**src/rtl/sdi_pkg.sv**
```systemverilog
// ----------------------------------------------------------------------------
// sdi_pkg: shared types and constants of the stroke dab interpolator
// Sequencer phases, control and status structs, field widths and the
// fixed reciprocals used by the quotient step.
// ----------------------------------------------------------------------------
package sdi_pkg;

  localparam int POS_W    = 24;
  localparam int PRS_W    = 17;
  localparam int SIZE_W   = 14;
  localparam int VAL_W    = 25;
  localparam int MAG_W    = 24;
  localparam int MUL_W    = 32;
  localparam int PROD_W   = 64;
  localparam int D2_W     = 50;
  localparam int R2_W     = 60;
  localparam int RECIP_SH = 31;
  localparam int FLD_W    = 2;
  localparam int ADDR_W   = 3;
  localparam int DATA_W   = 32;

  localparam logic [FLD_W-1:0] FLD_X    = 2'd0;
  localparam logic [FLD_W-1:0] FLD_Y    = 2'd1;
  localparam logic [FLD_W-1:0] FLD_P    = 2'd2;
  localparam logic [FLD_W-1:0] FLD_LAST = FLD_P;

  localparam logic [PRS_W-1:0]  P_ONE      = 17'h10000;
  localparam logic [SIZE_W-1:0] SIZE_RESET = 14'd160;
  localparam logic              REG_SIZE   = 1'b0;

  localparam logic [MUL_W-1:0] RECIP_ONE   = 32'h8000_0000;
  localparam logic [MUL_W-1:0] RECIP_EIGHT = 32'h1000_0000;

  typedef enum logic [3:0] {
    ST_IDLE,
    ST_DX,
    ST_DY,
    ST_RAD,
    ST_RSQ,
    ST_CMP,
    ST_QUO,
    ST_MULN,
    ST_FIX,
    ST_EMIT
  } phase_e;

  typedef struct packed {
    logic             in_ready;
    phase_e           phase;
    logic [FLD_W-1:0] fld;
    logic             emit;
  } ctrl_t;

  typedef struct packed {
    logic out_free;
    logic last_dab;
  } status_t;

endpackage

```
**src/rtl/sdi_mul.sv**
```systemverilog
// ----------------------------------------------------------------------------
// sdi_mul: shared unsigned multiplier
// One 32 by 32 bit product, used in turn for squares, radius, reciprocal
// quotients, remainder products and dab radii.
// ----------------------------------------------------------------------------
module sdi_mul
  import sdi_pkg::*;
(
  input  logic [MUL_W-1:0]  a_i,
  input  logic [MUL_W-1:0]  b_i,
  output logic [PROD_W-1:0] p_o
);

  assign p_o = PROD_W'(a_i) * PROD_W'(b_i);

endmodule

```
**src/rtl/sdi_cfg.sv**
```systemverilog
// ----------------------------------------------------------------------------
// sdi_cfg: configuration register file
// APB-style port holding the brush size register.
// ----------------------------------------------------------------------------
module sdi_cfg
  import sdi_pkg::*;
(
  input  logic              clk_i,
  input  logic              rst_ni,
  input  logic              psel,
  input  logic              penable,
  input  logic              pwrite,
  input  logic [ADDR_W-1:0] paddr,
  input  logic [DATA_W-1:0] pwdata,
  output logic [DATA_W-1:0] prdata,
  output logic              pready,
  output logic [SIZE_W-1:0] brush_size_o
);

  logic [SIZE_W-1:0] size_q;
  logic [SIZE_W-1:0] size_d;
  logic              wr_en;

  assign pready = 1'b1;
  assign wr_en  = psel && penable && pwrite && (paddr[2] == REG_SIZE);

  always_comb begin
    size_d = size_q;
    if (wr_en) begin
      size_d = pwdata[SIZE_W-1:0];
    end
  end

  always_ff @(posedge clk_i or negedge rst_ni) begin
    if (!rst_ni) begin
      size_q <= SIZE_RESET;
    end else begin
      size_q <= size_d;
    end
  end

  assign prdata       = (paddr[2] == REG_SIZE) ? DATA_W'(size_q) : '0;
  assign brush_size_o = size_q;

endmodule

```
**src/rtl/sdi_ctrl.sv**
```systemverilog
// ----------------------------------------------------------------------------
// sdi_ctrl: segment sequencer
// Steps the datapath through setup products, the dab count decision, the
// per-field quotient and remainder, and the dab emission phase.
// ----------------------------------------------------------------------------
module sdi_ctrl
  import sdi_pkg::*;
(
  input  logic    clk_i,
  input  logic    rst_ni,
  input  logic    in_valid_i,
  input  status_t sts_i,
  output ctrl_t   ctrl_o
);

  phase_e           state_q;
  phase_e           state_d;
  logic [FLD_W-1:0] fld_q;
  logic [FLD_W-1:0] fld_d;

  always_comb begin
    state_d = state_q;
    unique case (state_q)
      ST_IDLE: begin
        if (in_valid_i) begin
          state_d = ST_DX;
        end
      end
      ST_DX:   state_d = ST_DY;
      ST_DY:   state_d = ST_RAD;
      ST_RAD:  state_d = ST_RSQ;
      ST_RSQ:  state_d = ST_CMP;
      ST_CMP:  state_d = ST_QUO;
      ST_QUO:  state_d = ST_MULN;
      ST_MULN: state_d = ST_FIX;
      ST_FIX: begin
        state_d = (fld_q == FLD_LAST) ? ST_EMIT : ST_QUO;
      end
      ST_EMIT: begin
        if (sts_i.out_free && sts_i.last_dab) begin
          state_d = ST_IDLE;
        end
      end
      default: state_d = ST_IDLE;
    endcase
  end

  always_comb begin
    fld_d = fld_q;
    if (state_q == ST_FIX) begin
      fld_d = (fld_q == FLD_LAST) ? FLD_X : fld_q + 2'd1;
    end
  end

  always_ff @(posedge clk_i or negedge rst_ni) begin
    if (!rst_ni) begin
      state_q <= ST_IDLE;
      fld_q   <= FLD_X;
    end else begin
      state_q <= state_d;
      fld_q   <= fld_d;
    end
  end

  always_comb begin
    ctrl_o.in_ready = (state_q == ST_IDLE);
    ctrl_o.phase    = state_q;
    ctrl_o.fld      = fld_q;
    ctrl_o.emit     = (state_q == ST_EMIT) && sts_i.out_free;
  end

endmodule

```
**src/rtl/stroke_dab_interpolator_top.sv**
```systemverilog
// ----------------------------------------------------------------------------
// An accepted segment first runs the setup phases, using the shared multiplier in DX, DY,
// RAD, RSQ, QUO and MULN, then emits its n dabs (n is 1, 8 or MAX_DABS), one per cycle
// while the output register is free. A new transaction is accepted only once the
// last dab of the segment has entered the output register.
// Asynchronous active-low reset idles the sequencer, empties the output
// register and sets brush_size to 160.
// ----------------------------------------------------------------------------
// stroke_dab_interpolator_top: stroke segment to brush dab interpolator
// Picks the dab count from squared length against squared minimum radius
// and steps position and pressure linearly with exact rounding.
// ----------------------------------------------------------------------------
module stroke_dab_interpolator_top
  import sdi_pkg::*;
#(
  parameter int MAX_DABS = 16
) (
  input  logic                     clk_i,
  input  logic                     rst_ni,
  input  logic                     psel,
  input  logic                     penable,
  input  logic                     pwrite,
  input  logic [ADDR_W-1:0]        paddr,
  input  logic [DATA_W-1:0]        pwdata,
  output logic [DATA_W-1:0]        prdata,
  output logic                     pready,
  input  logic                     in_valid_i,
  output logic                     in_ready_o,
  input  logic                     has_previous_i,
  input  logic signed [POS_W-1:0]  start_x_i,
  input  logic signed [POS_W-1:0]  start_y_i,
  input  logic [PRS_W-1:0]         start_pressure_i,
  input  logic signed [POS_W-1:0]  end_x_i,
  input  logic signed [POS_W-1:0]  end_y_i,
  input  logic [PRS_W-1:0]         end_pressure_i,
  output logic                     out_valid_o,
  input  logic                     out_ready_i,
  output logic signed [POS_W-1:0]  dab_x_o,
  output logic signed [POS_W-1:0]  dab_y_o,
  output logic [PRS_W-1:0]         dab_pressure_o,
  output logic [SIZE_W-1:0]        dab_radius_o,
  output logic                     last_o
);

  localparam int NW = $clog2(MAX_DABS + 1);
  localparam logic [NW-1:0]    N_ONE     = NW'(1);
  localparam logic [NW-1:0]    N_EIGHT   = NW'(8);
  localparam logic [NW-1:0]    N_MAX     = NW'(MAX_DABS);
  localparam logic [MUL_W-1:0] RECIP_MAX =
    MUL_W'(((64'd1 << RECIP_SH) + 64'(MAX_DABS) - 64'd1) / 64'(MAX_DABS));

  ctrl_t             ctrl;
  status_t           sts;
  logic [SIZE_W-1:0] brush_size;

  logic [MUL_W-1:0]  mul_a;
  logic [MUL_W-1:0]  mul_b;
  logic [PROD_W-1:0] mul_p;

  logic [VAL_W-1:0]  s_q [3];
  logic [VAL_W-1:0]  e_q [3];
  logic              hp_q;
  logic [PROD_W-1:0] prod_q;
  logic [D2_W-1:0]   d2_q;
  logic              rz_q;
  logic [NW-1:0]     n_q;
  logic [MUL_W-1:0]  recip_q;
  logic [MAG_W-1:0]  quo_q;
  logic [VAL_W-1:0]  step_q  [3];
  logic [NW-1:0]     stepr_q [3];
  logic [VAL_W-1:0]  val_q   [3];
  logic [NW-1:0]     accr_q  [3];
  logic [NW-1:0]     cnt_q;

  logic                    out_valid_q;
  logic [POS_W-1:0]        out_x_q;
  logic [POS_W-1:0]        out_y_q;
  logic [PRS_W-1:0]        out_p_q;
  logic [SIZE_W-1:0]       out_r_q;
  logic                    out_last_q;

  logic                    accept;
  logic [PRS_W-1:0]        sp_sat;
  logic [PRS_W-1:0]        ep_sat;
  logic [PRS_W-1:0]        minp;
  logic [FLD_W-1:0]        sel;
  logic [VAL_W:0]          diff;
  logic [VAL_W:0]          diff_abs;
  logic                    neg;
  logic [MAG_W-1:0]        mag;
  logic [MAG_W-1:0]        quo_next;
  logic [PROD_W-1:0]       r2;
  logic [PROD_W-1:0]       th_max;
  logic [PROD_W-1:0]       th_eight;
  logic [PROD_W-1:0]       d2_ext;
  logic [NW-1:0]           n_sel;
  logic [MUL_W-1:0]        recip_sel;
  logic [NW-1:0]           rem;
  logic [VAL_W-1:0]        quo_ext;
  logic [VAL_W-1:0]        step_new;
  logic [NW-1:0]           stepr_new;
  logic [NW:0]             rsum   [3];
  logic                    carry  [3];
  logic [VAL_W-1:0]        vnext  [3];
  logic [NW-1:0]           rnext  [3];
  logic [PROD_W-1:0]       rad_sum;

  sdi_cfg u_cfg (
    .clk_i        (clk_i),
    .rst_ni       (rst_ni),
    .psel         (psel),
    .penable      (penable),
    .pwrite       (pwrite),
    .paddr        (paddr),
    .pwdata       (pwdata),
    .prdata       (prdata),
    .pready       (pready),
    .brush_size_o (brush_size)
  );

  sdi_ctrl u_ctrl (
    .clk_i      (clk_i),
    .rst_ni     (rst_ni),
    .in_valid_i (in_valid_i),
    .sts_i      (sts),
    .ctrl_o     (ctrl)
  );

  sdi_mul u_mul (
    .a_i (mul_a),
    .b_i (mul_b),
    .p_o (mul_p)
  );

  assign in_ready_o   = ctrl.in_ready;
  assign accept       = ctrl.in_ready && in_valid_i;
  assign sts.out_free = !out_valid_q || out_ready_i;
  assign sts.last_dab = (cnt_q == NW'(n_q - N_ONE));

  assign sp_sat = (start_pressure_i > P_ONE) ? P_ONE : start_pressure_i;
  assign ep_sat = (end_pressure_i > P_ONE) ? P_ONE : end_pressure_i;
  assign minp   = (s_q[FLD_P][PRS_W-1:0] < e_q[FLD_P][PRS_W-1:0]) ?
                  s_q[FLD_P][PRS_W-1:0] : e_q[FLD_P][PRS_W-1:0];

  always_comb begin
    unique case (ctrl.phase)
      ST_DX:   sel = FLD_X;
      ST_DY:   sel = FLD_Y;
      default: sel = ctrl.fld;
    endcase
  end

  assign diff     = {e_q[sel][VAL_W-1], e_q[sel]} - {s_q[sel][VAL_W-1], s_q[sel]};
  assign neg      = diff[VAL_W];
  assign diff_abs = neg ? (~diff + 1'b1) : diff;
  assign mag      = diff_abs[MAG_W-1:0];
  assign quo_next = prod_q[RECIP_SH +: MAG_W];

  always_comb begin
    unique case (ctrl.phase)
      ST_DX, ST_DY: begin
        mul_a = MUL_W'(mag);
        mul_b = MUL_W'(mag);
      end
      ST_RAD: begin
        mul_a = MUL_W'(brush_size);
        mul_b = MUL_W'(minp);
      end
      ST_RSQ: begin
        mul_a = prod_q[MUL_W-1:0];
        mul_b = prod_q[MUL_W-1:0];
      end
      ST_QUO: begin
        mul_a = MUL_W'(mag);
        mul_b = recip_q;
      end
      ST_MULN: begin
        mul_a = MUL_W'(quo_next);
        mul_b = MUL_W'(n_q);
      end
      ST_EMIT: begin
        mul_a = MUL_W'(brush_size);
        mul_b = MUL_W'(vnext[FLD_P][PRS_W-1:0]);
      end
      default: begin
        mul_a = '0;
        mul_b = '0;
      end
    endcase
  end

  assign r2       = PROD_W'(prod_q[R2_W-1:0]);
  assign th_max   = ((r2 << 2) + 64'hFF_FFFF) >> 24;
  assign th_eight = (r2 + 64'hFF_FFFF) >> 24;
  assign d2_ext   = PROD_W'(d2_q);

  always_comb begin
    priority if (!hp_q) begin
      n_sel = N_ONE;
    end else if (rz_q) begin
      n_sel = (d2_q != '0) ? N_MAX : N_ONE;
    end else if (d2_ext >= th_max) begin
      n_sel = N_MAX;
    end else if (d2_ext >= th_eight) begin
      n_sel = N_EIGHT;
    end else begin
      n_sel = N_ONE;
    end
  end

  always_comb begin
    priority case (n_sel)
      N_MAX:   recip_sel = RECIP_MAX;
      N_EIGHT: recip_sel = RECIP_EIGHT;
      default: recip_sel = RECIP_ONE;
    endcase
  end

  assign rem     = mag[NW-1:0] - prod_q[NW-1:0];
  assign quo_ext = VAL_W'(quo_q);

  always_comb begin
    priority if (neg && (rem != '0)) begin
      step_new  = ~quo_ext;
      stepr_new = n_q - rem;
    end else if (neg) begin
      step_new  = ~quo_ext + 1'b1;
      stepr_new = '0;
    end else begin
      step_new  = quo_ext;
      stepr_new = rem;
    end
  end

  always_comb begin
    for (int k = 0; k < 3; k++) begin
      rsum[k]  = {1'b0, accr_q[k]} + {1'b0, stepr_q[k]};
      carry[k] = (rsum[k] >= {1'b0, n_q});
      vnext[k] = val_q[k] + step_q[k] + VAL_W'(carry[k]);
      rnext[k] = carry[k] ? NW'(rsum[k] - {1'b0, n_q}) : rsum[k][NW-1:0];
    end
  end

  assign rad_sum = mul_p + 64'd32768;

  always_ff @(posedge clk_i) begin
    prod_q <= mul_p;
    if (accept) begin
      hp_q         <= has_previous_i;
      e_q[FLD_X]   <= {end_x_i[POS_W-1], end_x_i};
      e_q[FLD_Y]   <= {end_y_i[POS_W-1], end_y_i};
      e_q[FLD_P]   <= VAL_W'(ep_sat);
      s_q[FLD_X]   <= has_previous_i ? {start_x_i[POS_W-1], start_x_i}
                                     : {end_x_i[POS_W-1], end_x_i};
      s_q[FLD_Y]   <= has_previous_i ? {start_y_i[POS_W-1], start_y_i}
                                     : {end_y_i[POS_W-1], end_y_i};
      s_q[FLD_P]   <= has_previous_i ? VAL_W'(sp_sat) : VAL_W'(ep_sat);
    end
    unique case (ctrl.phase)
      ST_DY:   d2_q <= prod_q[D2_W-1:0];
      ST_RAD:  d2_q <= d2_q + prod_q[D2_W-1:0];
      ST_RSQ:  rz_q <= (prod_q[MUL_W-1:0] == '0);
      ST_CMP: begin
        n_q     <= n_sel;
        recip_q <= recip_sel;
      end
      ST_MULN: quo_q <= quo_next;
      ST_FIX: begin
        step_q[ctrl.fld]  <= step_new;
        stepr_q[ctrl.fld] <= stepr_new;
        val_q[ctrl.fld]   <= s_q[ctrl.fld];
        accr_q[ctrl.fld]  <= n_q >> 1;
      end
      default: ;
    endcase
    if (ctrl.emit) begin
      for (int k = 0; k < 3; k++) begin
        val_q[k]  <= vnext[k];
        accr_q[k] <= rnext[k];
      end
      out_x_q    <= vnext[FLD_X][POS_W-1:0];
      out_y_q    <= vnext[FLD_Y][POS_W-1:0];
      out_p_q    <= vnext[FLD_P][PRS_W-1:0];
      out_r_q    <= rad_sum[16 +: SIZE_W];
      out_last_q <= sts.last_dab;
    end
  end

  always_ff @(posedge clk_i or negedge rst_ni) begin
    if (!rst_ni) begin
      out_valid_q <= 1'b0;
      cnt_q       <= '0;
    end else begin
      if (accept) begin
        cnt_q <= '0;
      end else if (ctrl.emit) begin
        cnt_q <= cnt_q + 1'b1;
      end
      if (ctrl.emit) begin
        out_valid_q <= 1'b1;
      end else if (out_ready_i) begin
        out_valid_q <= 1'b0;
      end
    end
  end

  assign out_valid_o    = out_valid_q;
  assign dab_x_o        = out_x_q;
  assign dab_y_o        = out_y_q;
  assign dab_pressure_o = out_p_q;
  assign dab_radius_o   = out_r_q;
  assign last_o         = out_last_q;

endmodule

```
**config.mk**
```make
export PLATFORM = sky130hd
export DESIGN_NAME = stroke_dab_interpolator_top
export DESIGN_NICKNAME = d
export VERILOG_FILES = /design/src/rtl/sdi_pkg.sv /design/src/rtl/sdi_mul.sv /design/src/rtl/sdi_cfg.sv /design/src/rtl/sdi_ctrl.sv /design/src/rtl/stroke_dab_interpolator_top.sv
export SDC_FILE = /design/constraint.sdc
export NUM_CORES = 2
export LEC_CHECK = 0
export BUFFER_PORTS_ARGS = -buffer_cell sky130_fd_sc_hd__buf_2
export CAP_MARGIN = 10
export CELL_PAD_IN_SITES_DETAIL_PLACEMENT = 1
export CELL_PAD_IN_SITES_GLOBAL_PLACEMENT = 1
export CORE_ASPECT_RATIO = 1.5
export CORE_UTILIZATION = 46
export DETAILED_ROUTE_END_ITERATION = 16
export HOLD_SLACK_MARGIN = 0.03
export PLACE_DENSITY = 0.81
export REMOVE_ABC_BUFFERS = 1
export SLEW_MARGIN = 20
export SYNTH_ARGS = -nofsm -noshare
export SYNTH_HDL_FRONTEND = slang
export SYNTH_SLANG_ARGS = --single-unit
```
**constraint.sdc**
```tcl
create_clock -name clk_i -period 15.1 [get_ports clk_i]
set_input_delay 2.265 -clock clk_i [delete_from_list [all_inputs] [get_ports clk_i]]
set_output_delay 2.265 -clock clk_i [all_outputs]
set_load 0.02 [all_outputs]
```
# Yosys cells after proc, flatten, opt, wreduce, memory -nomap -nowiden
# Memories as Yosys holds them, arrays and structs flattened.
# Index checks and enable logic that the tools add are counted.
# W data, S select, Z words.
[totals] ff_bits=279 latchBits=0 mem_bits_rw=330 rom_bits=0 inputBits=173 out_inout_bits=115 word_cells=142 mem_count=6
[memory_table] memory="e_q" depth=3 width=25 rd=2 rd_clocked_by_memory_dff=0 write_ports=3 line="stroke_dab_interpolator_top.sv:61" source="logic [VAL_W-1:0] e_q [3];"
[memory_table] memory="s_q" depth=3 width=25 rd=3 rd_clocked_by_memory_dff=0 write_ports=3 line="stroke_dab_interpolator_top.sv:60" source="logic [VAL_W-1:0] s_q [3];"
[memory_table] memory="step_q" depth=3 width=25 rd=3 rd_clocked_by_memory_dff=0 write_ports=1 line="stroke_dab_interpolator_top.sv:69" source="logic [VAL_W-1:0] step_q [3];"
[memory_table] memory="val_q" depth=3 width=25 rd=3 rd_clocked_by_memory_dff=0 write_ports=3 line="stroke_dab_interpolator_top.sv:71" source="logic [VAL_W-1:0] val_q [3];"
[memory_table] memory="accr_q" depth=3 width=5 rd=3 rd_clocked_by_memory_dff=0 write_ports=3 line="stroke_dab_interpolator_top.sv:72" source="logic [NW-1:0] accr_q [3];"
[memory_table] memory="stepr_q" depth=3 width=5 rd=3 rd_clocked_by_memory_dff=0 write_ports=1 line="stroke_dab_interpolator_top.sv:70" source="logic [NW-1:0] stepr_q [3];"
[classes] n_addsub=24 mul=1 div=0 order_cmp=8 n_eq_ne=15 n_shift=0 n_mux=46 bitwise_logic=3 reduce_logical=22
[ops] op="$pmux W32 S6" count=1
[ops] op="$pmux W32 S4" count=1
[ops] op="$mux W25" count=5
[ops] op="$pmux W50 S2" count=1
[ops] op="$add A25 B1 Y25" count=3
[ops] op="$add A25 B25 Y25" count=3
[ops] op="$mux W17" count=4
[ops] op="$pmux W32 S2" count=1
[ops] op="$add A62 B24 Y63 const B" count=1
[ops] op="$add A60 B24 Y61 const B" count=1
[ops] op="$mul A32 B32 Y60" count=1
[ops] op="$mux W5" count=12
[ops] op="$add A50 B50 Y50" count=1
[ops] op="$ge A50 B37 Y1" count=1
[ops] op="$ge A50 B39 Y1" count=1
[ops] op="$reduce_bool A50 Y1" count=1
[ops] op="$pmux W4 S10" count=1
[ops] op="$gt A17 B17 Y1 const B" count=2
[ops] op="$logic_not A32 Y1" count=1
[ops] op="$add A30 B16 Y30 const B" count=1
[ops] op="$sub A25 B25 Y26" count=1
[ops] op="$add A25 B1 Y25 const B" count=1
[ops] op="$not A24 Y25" count=1
[ops] op="$reduce_or A25 Y1" count=1
[ops] op="other kinds (36)" count=72

# Logic depth before layout (Yosys ltp)
# An unclocked memory read counts as a cell.
[logic_depth] word_depth=11 mapped_depth=53 depth_no_buf=52

# By module
# From an unflattened synthesis, not the netlist that was laid out.
[unflattened] cells_unflattened=6959 hier_area_um2=67521.0
[modules_own_cells] mod="sdi_mul" instances=1 cells_per_inst=3798 area_per_inst_um2=33718.6 seq_area_each_um2=0.0
[modules_own_cells] mod="stroke_dab_interpolator_top" instances=1 cells_per_inst=3065 area_per_inst_um2=32663.8 seq_area_each_um2=14924.3
[modules_own_cells] mod="sdi_cfg" instances=1 cells_per_inst=66 area_per_inst_um2=829.5 seq_area_each_um2=352.8
[modules_own_cells] mod="sdi_ctrl" instances=1 cells_per_inst=30 area_per_inst_um2=309.0 seq_area_each_um2=150.1

# Least setup slack after synthesis
# OpenSTA, ideal clock, no wires.
[synth_timing] path_type="flip-flop to flip-flop" from="register u_ctrl.state_q[3]" to="register prod_q[59]" t_arrival_ns=12.375 slack_ns=2.602 path_stages_with_launch=49 path_buffers=5 synth_period_minus_slack_ns=12.498 path_cell_list="dfrtp_1 -> or2_2 -> nor2_1 -> nor2_1 -> nor2_1 -> buf_1 -> buf_1 -> mux2i_1 -> o21ai_0 -> ha_1 -> buf_2 -> nand4_1 -> a2111oi_2 -> nor3_2 -> xnor2_1 -> o32ai_1 -> nand3b_1 -> or4_4 -> (+13 left out) -> fa_1 -> fa_1 -> fa_1 -> inv_1 -> fa_1 -> inv_1 -> ha_1 -> a21o_1 -> a21o_1 -> a221o_1 -> a31oi_1 -> o221ai_1 -> o21ba_2 -> o31ai_1 -> a31o_2 -> a221oi_1 -> o21bai_1 -> xor2_1"
[synth_between] elab_chain_cells=9
[synth_lines] item="start, declared" line="sdi_ctrl.sv:16" source="phase_e state_q;"
[synth_lines] item="start signal, assigned" line="sdi_ctrl.sv:60" source="state_q <= state_d;"
[synth_lines] item="$eq A4 B2 Y1 or $eq A4 B1 Y1 (tied branches)" line="stroke_dab_interpolator_top.sv:146, stroke_dab_interpolator_top.sv:160"
[synth_lines] item="$pmux W2 S2" line="stroke_dab_interpolator_top.sv:146" source="unique case (ctrl.phase)"
[synth_lines] item="$mem_v2 Z3 W25, on equally long branches"
[synth_lines] item="$sub A25 B25 Y26" line="stroke_dab_interpolator_top.sv:153" source="assign diff = {e_q[sel][VAL_W-1], e_q[sel]} - {s_q[sel][VAL_W-1], s_q[sel]};"
[synth_lines] item="$not A24 Y24" line="stroke_dab_interpolator_top.sv:155" source="assign diff_abs = neg ? (~diff + 1'b1) : diff;"
[synth_lines] item="$add A24 B1 Y24" line="stroke_dab_interpolator_top.sv:155"
[synth_lines] item="$mux W24" line="stroke_dab_interpolator_top.sv:155"
[synth_lines] item="$pmux W32 S6 or $pmux W32 S4 (tied branches)" line="stroke_dab_interpolator_top.sv:160" source="unique case (ctrl.phase)"
[synth_lines] item="$mul A32 B32 Y60 (*)" line="sdi_mul.sv:14" source="assign p_o = PROD_W'(a_i) * PROD_W'(b_i);"
[synth_lines] item="named net mul_p[59]" line="stroke_dab_interpolator_top.sv:58" source="logic [PROD_W-1:0] mul_p;"
[synth_lines] item="end signal, assigned" line="stroke_dab_interpolator_top.sv:247" source="prod_q <= mul_p;"
[synth_lines] item="end, declared" line="stroke_dab_interpolator_top.sv:63" source="logic [PROD_W-1:0] prod_q;"
# The timed path passes the listed nets; every way through them passes the cells marked *.
# A chain may end at the register's enable or synchronous reset.

# Final worst setup path
[layout_timing] from="register u_ctrl.state_q[1]" to="register prod_q[59]"
# Same word-level chain as after synthesis.

==> results.tsv <==
metric	value	unit
final setup TNS	0	ns
setup repair bufs after CTS	0	
initial antenna violation count	15	
number of global-route vias before repair	60830	
post-route minimum period	14.55	ns
CTS tree	done	
GRT Max-Usage Layer	met2	
largest net degree at the start of global routing	80	
via count	54800	
hold_buf cts	0	
worst-margin pin slew	1.164	ns
Worst Min Path Start	u_cfg.brush_size_o[0]	
slowest library cell on the worst path	a22oi_2	
total track usage	0.3660	
IO Port Bufs	248	
1st-iter DRT viols	4423	
grt total ovfl	0	
htree depth	2	
die width	310.4	microns
Setup crit start kind	flip-flop	
worst skew pair latency	0.70	ns
worst r2r src	u_ctrl.state_q[1]	
first-pass GRT wire length	384.1	mm
Setup violations, final	0	
syn avg cell area	9.392	sq um
WP data arrival	15.17	ns
met2 global-route usage	0.6183	
unrepaired setup endpoints after global routing	false	
Max Slew Vio Count	0	
max cap viols	0	
fraction of layout cells with a size suffix above 1	0.1036	
Design Area, Final	0.07202	sq mm
Post-layout nets	8785	
boundary pin count	288	
GPL Wtd Cong	1.041	
Cell Area, Synth	0.06562	sq mm
CP endpoint kind	flip-flop	
most common flop cell mapped by yosys	edfxtp_1	
post-synthesis cell count	6987	
cell mode on critical path	fa_1	
post-synthesis sequential area ratio	0.2351	
Slew HR	0.2190	
leading cell type in the layout, fill and taps excluded	inv_1	
Req. time, crit path	15.72	ns
die area	0.1442	sq mm
hold endpoint	u_cfg.brush_size_o[0]	
CP max stage delay	0.97	ns
worst flop-to-flop path endpoint	prod_q[59]	
worst-case hold slack	0.5553	ns
Initial Utilization	0.4639	
GR Util met1	0.3841	
first-pass detailed-route iteration total	9	
most frequent cells in the layout	1,174 x inv_1, 903 x fa_1, 798 x nand2_1	
fmax	0.06874	GHz
met3 track demand over resource	0.06915	
Tightest Hold Check Type	reg -> reg	
critical path class	reg -> reg	
Worst-path clk slew	0.07	ns
post-layout util	0.5091	
total DRC errors in the routed layout	0	
period utilization	0.9635	
Root Driver	clkbuf_16	
Rows	169	
Final HPWL DP	203.4	mm
Hold Path Depth	1	
Resize count post-CTS	0	
placed inst area	0.07005	sq mm
drt wl/cell	28.75	microns
remaining antenna violation count	0	
Reg2Reg Depth	46	
Area Overhead vs Synth	9.753	%
Crit Path Max Fanout	33	
final hold violation count	0	
post-synth cell types	97	
worst clock skew	0.07245	ns
status	completed	
vias per cell	5.994	
sinks on the clock net	538	
die height	464.6	microns
number of CTS-inserted buffers	52	
Synth warnings	0	
setup slack, reg-to-reg	0.55	ns
clk buf depth	3	
synthesis-stage register bit count	538	
Post-Route WL	262.9	mm
CORE AREA	0.1415	sq mm
Post-synth EDFFs	452	
ys async rst share	0.04833	
-- synth_stat cells (44+ instances only) --
library cell | n | area [sq um]
inv_1 | 1176 | 4414
fa_1 | 903 | 18080
nand2_1 | 799 | 2999
nor2_1 | 718 | 2695
ha_1 | 497 | 6218
edfxtp_1 | 452 | 13570
clkbuf_1 | 253 | 949.7
o21ai_0 | 227 | 1136
a21oi_1 | 226 | 1131
xnor2_1 | 202 | 1769
a21o_1 | 132 | 991.0
xor2_1 | 124 | 1086
nand2b_1 | 99 | 619.3
mux2i_1 | 90 | 900.9
nor2b_1 | 79 | 494.2
mux2_2 | 77 | 867.1
nand3_1 | 73 | 365.4
nor3_1 | 67 | 335.3
dfxtp_1 | 60 | 1201
and2_1 | 49 | 306.5
a211oi_1 | 44 | 330.3
-- sequential cells by signal, indices dropped and copies added, names as in the netlist, 15 cells and up --
signal / count
stepr_q: 15
dab_y_o: 24
quo_q: 24
step_q: 65
val_q: 65
e_q: 65
accr_q: 15
s_q: 65
d2_q: 50
dab_x_o: 24
dab_pressure_o: 17
prod_q: 60
-- layer usage --
layer / up-vias / share of wire
met3: 1195 / 0.077
met4: 6 / 0.11
met2: 2780 / 0.48
li1: 22920 / -
met5: - / 0.00014
met1: 27900 / 0.33
-- how the worst max path moves through the flow --
stage                             to              start  slack (ns)
after CTS                 prod_q[59]  u_ctrl.state_q[1]        0.78
after global routing      prod_q[59]  u_ctrl.state_q[1]        0.04
final                     prod_q[59]  u_ctrl.state_q[1]        0.55
after floorplan           prod_q[59]    u_ctrl.fld_q[0]       -1.80
after global placement    prod_q[59]  u_ctrl.state_q[1]        1.01
after detailed placement  prod_q[59]  u_ctrl.state_q[1]        0.78
-- cell families after synthesis --
family	count (synthesis)	synth area share
mux	168	0.02729
buf+inv	1507	0.08805
compound gates	930	0.09265
simple gates	2115	0.1428
xor+xnor	327	0.04376
flops	538	0.2351
fa+ha+maj	1400	0.3703
other cells	2	0.0001144
-- cell type report --
class	instances	area, sq um
diodes	6	15.01
clock buffers	67	1468
clock inverters	31	390.4
fillers	16170	69440
inverters	1181	4438
multi-input cells	4959	44720
flip-flops and latches	538	15430
well taps	1881	2354
repair buffers	480	3206
-- worst max-delay path: cells and delay by family, from the launching register on --
family          cells  cell delay, ns
xor+xnor            2            0.42
simple gates       10            2.61
compound gates     15            4.22
buf+inv             8            1.03
fa+ha+maj          11            5.44
flops               1            0.74
-- metrics by stage --
step	setup slack, ns	cells
2_1_floorplan	-1.800	6678
3_3_place_gp	1.007	9036
3_5_place_dp	0.7785	9036
4_1_cts	0.7754	9134
5_1_grt	0.03659	9138
6_report	0.5515	9143
Power is not shown: default switching activity piles up to over one toggle a cycle in this logic, so the estimate is an artifact.
